$ cat src/rtl/fsct_pkg.sv
// fsct_pkg: shared types, codes and defaults for the fifo semaphore block
// no dependencies; imported by every module of the block

package fsct_pkg;

   // default sizes, overridable on the top level
   localparam int MAX_CLIENTS_DEF = 128;
   localparam int QUEUE_DEPTH_DEF = 512;
   localparam int ID_WIDTH_DEF    = 32;

   // fixed port widths
   localparam int REQ_W      = 2;
   localparam int CLIENT_W   = 32;
   localparam int STATUS_W   = 3;
   localparam int SLOT_OUT_W = 7;

   // request codes
   typedef enum logic [REQ_W-1:0] {
      REQ_REGISTER   = 2'd0,
      REQ_UNREGISTER = 2'd1,
      REQ_ACQUIRE    = 2'd2,
      REQ_RELEASE    = 2'd3
   } req_code_type;

   // response status codes
   typedef enum logic [STATUS_W-1:0] {
      ST_DONE          = 3'd0,
      ST_GRANTED       = 3'd1,
      ST_QUEUED        = 3'd2,
      ST_TABLE_FULL    = 3'd3,
      ST_NOT_FOUND     = 3'd4,
      ST_QUEUE_FULL    = 3'd5,
      ST_RELEASED_IDLE = 3'd6
   } status_type;

   // operation that waits on a table scan
   typedef enum logic [1:0] {
      OP_REGISTER,
      OP_UNREGISTER,
      OP_GRANT
   } op_type;

   // main controller states
   typedef enum logic [1:0] {
      CTL_IDLE,
      CTL_QREAD,
      CTL_SCAN,
      CTL_RESP
   } ctl_state_type;

   // table scan sequencer states
   typedef enum logic {
      TBL_IDLE,
      TBL_SCAN
   } tbl_state_type;

   // controller to table commands
   typedef struct packed {
      logic start;        // begin a scan of all slots
      logic find_free;    // scan for a free slot, else for the key
      logic set_valid;    // write key into the last hit slot and mark it used
      logic clear_valid;  // free the last hit slot
   } tbl_cmd_type;

   // table to controller result flags
   typedef struct packed {
      logic done;         // one-cycle pulse at the end of a scan
      logic found;        // a slot matched during the scan
   } tbl_res_type;

   // controller to queue commands
   typedef struct packed {
      logic push;
      logic pop;
   } q_cmd_type;

   // queue status
   typedef struct packed {
      logic empty;
      logic full;
   } q_stat_type;

endpackage

$ cat src/rtl/fsct_table.sv
// fsct_table: client table, id memory plus valid bits, with a scan sequencer
// that runs one shared compare unit over every slot; depends on fsct_pkg

module fsct_table #(
   parameter int MAX_CLIENTS = fsct_pkg::MAX_CLIENTS_DEF,
   parameter int ID_WIDTH    = fsct_pkg::ID_WIDTH_DEF,
   parameter int SLOT_W      = $clog2(MAX_CLIENTS)
) (
   input  logic                  clock,
   input  logic                  reset,
   input  fsct_pkg::tbl_cmd_type cmd,
   input  logic [ID_WIDTH-1:0]   key,
   output fsct_pkg::tbl_res_type res,
   output logic [SLOT_W-1:0]     slot
);
   import fsct_pkg::*;

   localparam int CNT_W = $clog2(MAX_CLIENTS + 1);

   logic [ID_WIDTH-1:0] mem [MAX_CLIENTS];
   logic                valid_ff [MAX_CLIENTS];

   tbl_state_type       state_ff, state_in;
   logic [CNT_W-1:0]    cnt_ff, cnt_in;
   logic [ID_WIDTH-1:0] key_ff, key_in;
   logic                free_ff, free_in;
   logic                found_ff, found_in;
   logic [SLOT_W-1:0]   slot_ff, slot_in;
   logic                done_ff, done_in;

   // read stage
   logic                rd_live_ff;
   logic [ID_WIDTH-1:0] rd_id_ff;
   logic                rd_v_ff;
   logic [SLOT_W-1:0]   rd_idx_ff;

   logic                issue;
   logic [SLOT_W-1:0]   addr;
   logic                match;

   assign issue = (state_ff == TBL_SCAN) && (cnt_ff < CNT_W'(MAX_CLIENTS));
   assign addr  = cnt_ff[SLOT_W-1:0];

   // shared compare unit
   assign match = rd_live_ff && (free_ff ? !rd_v_ff : (rd_v_ff && (rd_id_ff == key_ff)));

   // id memory: one write port, one registered read port
   always_ff @(posedge clock) begin
      if (cmd.set_valid) begin
         mem[slot_ff] <= key_ff;
      end
      if (issue) begin
         rd_id_ff <= mem[addr];
      end
   end

   // valid bits, cleared by reset
   always_ff @(posedge clock) begin
      if (reset) begin
         for (int i = 0; i < MAX_CLIENTS; i++) begin
            valid_ff[i] <= 1'b0;
         end
      end else if (cmd.set_valid) begin
         valid_ff[slot_ff] <= 1'b1;
      end else if (cmd.clear_valid) begin
         valid_ff[slot_ff] <= 1'b0;
      end
   end

   // read stage payload
   always_ff @(posedge clock) begin
      if (issue) begin
         rd_v_ff   <= valid_ff[addr];
         rd_idx_ff <= addr;
      end
   end

   // sequencer registers
   always_ff @(posedge clock) begin
      if (reset) begin
         state_ff   <= TBL_IDLE;
         cnt_ff     <= '0;
         done_ff    <= 1'b0;
         found_ff   <= 1'b0;
         rd_live_ff <= 1'b0;
      end else begin
         state_ff   <= state_in;
         cnt_ff     <= cnt_in;
         done_ff    <= done_in;
         found_ff   <= found_in;
         rd_live_ff <= issue;
      end
   end

   always_ff @(posedge clock) begin
      key_ff  <= key_in;
      free_ff <= free_in;
      slot_ff <= slot_in;
   end

   // next state: issue every slot in turn, keep the highest hit
   always_comb begin
      state_in = state_ff;
      cnt_in   = cnt_ff;
      key_in   = key_ff;
      free_in  = free_ff;
      found_in = found_ff;
      slot_in  = slot_ff;
      done_in  = 1'b0;
      case (state_ff)
         TBL_IDLE: begin
            if (cmd.start) begin
               state_in = TBL_SCAN;
               cnt_in   = '0;
               key_in   = key;
               free_in  = cmd.find_free;
               found_in = 1'b0;
            end
         end
         TBL_SCAN: begin
            if (issue) begin
               cnt_in = cnt_ff + CNT_W'(1);
            end
            if (match) begin
               found_in = 1'b1;
               slot_in  = rd_idx_ff;
            end
            // last slot has been compared
            if (rd_live_ff && (rd_idx_ff == SLOT_W'(MAX_CLIENTS - 1))) begin
               state_in = TBL_IDLE;
               done_in  = 1'b1;
            end
         end
         default: begin
            state_in = TBL_IDLE;
         end
      endcase
   end

   assign res.done  = done_ff;
   assign res.found = found_ff;
   assign slot      = slot_ff;

endmodule

$ cat config.mk
export PLATFORM = sky130hd
export DESIGN_NAME = fsct_table
export DESIGN_NICKNAME = d
export VERILOG_FILES = /design/src/rtl/fsct_pkg.sv /design/src/rtl/fsct_table.sv
export SDC_FILE = /design/constraint.sdc
export NUM_CORES = 2
export LEC_CHECK = 0
export ABC_AREA = 1
export BUFFER_PORTS_ARGS = -buffer_cell sky130_fd_sc_hd__buf_2
export CAP_MARGIN = 20
export CORE_MARGIN = 1.5
export CORE_UTILIZATION = 54
export CTS_CLUSTER_DIAMETER = 80
export DETAILED_ROUTE_END_ITERATION = 8
export GPL_ROUTABILITY_DRIVEN = 1
export GPL_TIMING_DRIVEN = 0
export PLACE_DENSITY = 0.7
export REMOVE_ABC_BUFFERS = 1
export SYNTH_ARGS = -nofsm -noshare
export SYNTH_HDL_FRONTEND = slang
export SYNTH_MEMORY_MAX_BITS = 65536
export SYNTH_SLANG_ARGS = --single-unit
$ cat constraint.sdc
create_clock -name clock -period 4.85 [get_ports clock]
set_input_delay 0.485 -clock clock [delete_from_list [all_inputs] [get_ports clock]]
set_output_delay 0.485 -clock clock [all_outputs]
set_load 0.01 [all_outputs]
==> flow_metrics.env <==
export IMPL_outcome="finished with violations"
export IMPL_violations="setup timing"
export IMPL_path_depth=15
export IMPL_yosysSeqAreaShare_pct=74.1
export IMPL_critical_path_class="reg -> reg"
export IMPL_slowest_delay_ns=0.67
export IMPL_grt_pass1_vias=110000
export IMPL_dp_cells=18300
export IMPL_placed_area_um2=187000
export IMPL_leakagePower_nw=69.9
export IMPL_synth_edf_count=4304
export IMPL_drt_pass1_iterations=8
export IMPL_layout_nets=14500
export IMPL_cts_buffer_depth=4
export IMPL_finalNonFillerCells=19100
export IMPL_reg2reg_slack_ns=-0.03
export IMPL_core_area_um2=321000
export IMPL_cp_required_ns=5.72
export IMPL_initial_core_util_pct=54.4
export IMPL_critPathArrivalTime_ns=5.75
export IMPL_grt_first_pass_wirelength_um=711000
export IMPL_hold_viol_final=0
export IMPL_worst_path_max_delay_cell="dfxtp_4"
export IMPL_cts_root_buf="clkbuf_16"
export IMPL_r2r_end="rd_id_ff[5]"
export IMPL_grt_overflow=0
export IMPL_numCtsBuffers=424
export IMPL_busiest_layer="met2"
export IMPL_setup_worst_path_start="cnt_ff[1]"
export IMPL_endpoint="rd_id_ff[5]"
export IMPL_area_growth_pct=15.4
export IMPL_met1_usage_pct=40.8
export IMPL_rr_startpoint="cnt_ff[1]"
export IMPL_finClkSkew_ns=0.0816
export IMPL_critical_path_cell_chain="buf_16 > buf_16 > buf_16 > buf_12 > inv_16 > buf_16 > buf_16 > buf_16 > nand3_1 > nand3_1 > nand3_1 > nand3_1 > nand3_1 > nand3_1 > nand2_1"
export IMPL_fp_dieW_um=572
export IMPL_ys_ff_latch=4316
export IMPL_async_flop_share_pct=0
export IMPL_grt_use_total_pct=29.4
export IMPL_start_kind="flip-flop"
export IMPL_timing_slew_headroom_pct=14.8
export IMPL_drtIter0Drc=16700
export IMPL_synthFlopType="edfxtp_1"
export IMPL_worstMarginPinSlew_ns=1.28
export IMPL_vias=117000
export IMPL_crit_buf_inv=8
export IMPL_die_y_um=572
export IMPL_ff2ff_path_depth=15
export IMPL_synth_cells=14500
export IMPL_fin_crit_sh_pct=101
export IMPL_wl_per_cell_um=25.6
export IMPL_antenna_left=0
export IMPL_cts_tree="done"
export IMPL_hpwl_um=281000
export IMPL_path_max_fanout=66
export IMPL_io_buffers=46
export IMPL_grt_max_degree=210
export IMPL_fmax_mhz=205
export IMPL_syn_area_um2=175000
export IMPL_drv_cap=0
export IMPL_route_detailed_drc=0
export IMPL_whs_ns=0.108
export IMPL_htree_levels=5
export IMPL_timing_final_crit_period_ns=4.88
export IMPL_power_mw=78.8
export IMPL_die_area_um2=327000
export IMPL_path_delay_family="buffers and inverters"
export IMPL_clk_pin_slew_ns=0.06
export IMPL_cp_end_kind="flip-flop"
export IMPL_synth_warnings=0
export IMPL_preCtsSetupSlack_ns=-1.08
export IMPL_synth_cell_type_count=30
export IMPL_hold_path_class="in -> reg"
export IMPL_worstSkewPairLatency_ns=1.00
export IMPL_setup_viol=2
export IMPL_postRouteWirelength_um=489000
export IMPL_stdcell_area_um2=202000
export IMPL_grtUsageMet2_pct=44.8
export IMPL_hp_start="cmd[0]"
export IMPL_antenna_found_initial=11
export IMPL_avgViaCountPerCell=6.12
export IMPL_powerDensity_nw_per_um2=391
export IMPL_drv_slew=0
export IMPL_ios=47
export IMPL_clock_sinks=4316
export IMPL_ir_worst_vdd_v=0.000420
export IMPL_met3_usage_pct=5.16
export IMPL_row_count=208
export IMPL_layout_common_cells="nand2_1, edfxtp_1, nand3_1, clkbuf_16, buf_16"
export IMPL_final_common_cell="nand2_1"
export IMPL_setup_slack_ns=-0.0305
export IMPL_gp_congestion=0.866
export IMPL_syn_area_per_cell_um2=12.0
export IMPL_drive_gt1_share_pct=8.38
where the power goes:
| group | switching [mW] | leakage, nW | internal (mW) |
|---|---|---|---|
| clock network | 14.0 | 6.55 | 18.1 |
| logic | 3.69 | 24.3 | 1.66 |
| registers | 0.127 | 39.0 | 41.2 |
Yosys cell counts (7+ instances only):
cell type | n | area, um2
buf_2 | 555 | 2780
xnor2_1 | 10 | 87.6
a21oi_1 | 7 | 35.0
clkbuf_1 | 223 | 837
nand3_1 | 4204 | 21000
inv_1 | 55 | 206
dfxtp_1 | 12 | 240
o21ai_0 | 96 | 480
buf_6 | 19 | 214
buf_4 | 108 | 811
nand2_1 | 4496 | 16900
nor2_1 | 205 | 769
buf_1 | 115 | 432
nor3_1 | 95 | 475
edfxtp_1 | 4304 | 129000
nand4_1 | 7 | 43.8
final cells by class:
cell class,instances,area (um2)
Tap cell,4305,5390
Inverter,61,297
Clock buffer,536,11200
Fill cell,22700,120000
Sequential cell,4316,130000
Multi-Input combinational cell,9138,41100
Timing Repair inverter,1,8.76
Antenna cell,10,25.0
Clock inverter,243,2350
Timing Repair Buffer,531,11900
flip-flops by register name, summed over array words and instances, names as in the netlist, 7 cells and up:
name / count
cnt_ff: 8
key_ff: 32
mem: 4096
rd_id_ff: 32
rd_idx_ff: 7
slot: 7
valid_ff: 128
worst min-delay path, delay by kind of cell:
kind	cells	cell delay (ns)
buffers and inverters	1	0.17
AND/OR/NAND/NOR	3	0.31
per-stage QoR:
| stage | setup TNS, ns | utilization (%) |
|---|---|---|
| 2_1_floorplan | - | - |
| 3_3_place_gp | - | 54.5 |
| 3_5_place_dp | -26.04 | 58.2 |
| 4_1_cts | 0 | 62.7 |
| 5_1_grt | -0.00380 | 62.7 |
| 6_report | -0.0544 | 62.7 |
routing by layer:
layer | part of all wire, % | vias up
li1 | - | 51900
met1 | 37 | 56800
met2 | 46 | 7325
met3 | 11 | 1162
met4 | 5.5 | 4
met5 | 0.0055 | -
worst min path at each step:
stage	cells past startpoint	slack, ns	endpoint
3_3_place_gp	0	0.43	slot[5]
6_report	4	0.11	valid_ff[13]
4_1_cts	4	0.06	valid_ff[5]
3_5_place_dp	0	0.45	slot[1]
5_1_grt	4	0.10	valid_ff[3]
2_1_floorplan	1	0.43	rd_live_ff
kinds of logic (layout without fill, tap and decap cells):
logic type	count (synthesis)	count (layout)	share of synthesized area, %
simple gates	9017	9017	22.5
flops	4316	4316	74.1
buf+inv	1081	1372	3.03
compound gates	109	109	0.324
xor+xnor	11	11	0.0551
fa+ha+maj	1	1	0.00716
other cells	0	10	0
timing repair:
| action | 4_1_cts | 5_1_grt |
|---|---|---|
| resized for setup | 6 | 10 |
| hold buffers | 34 | 0 |
| setup endpoints to repair | 32 | 31 |
| setup buffers | 1 | 3 |
| cloned | 17 | 1 |
| endpoints found under the hold margin | 35 | 0 |
No activity file was read; power rests on OpenSTA's default activity.
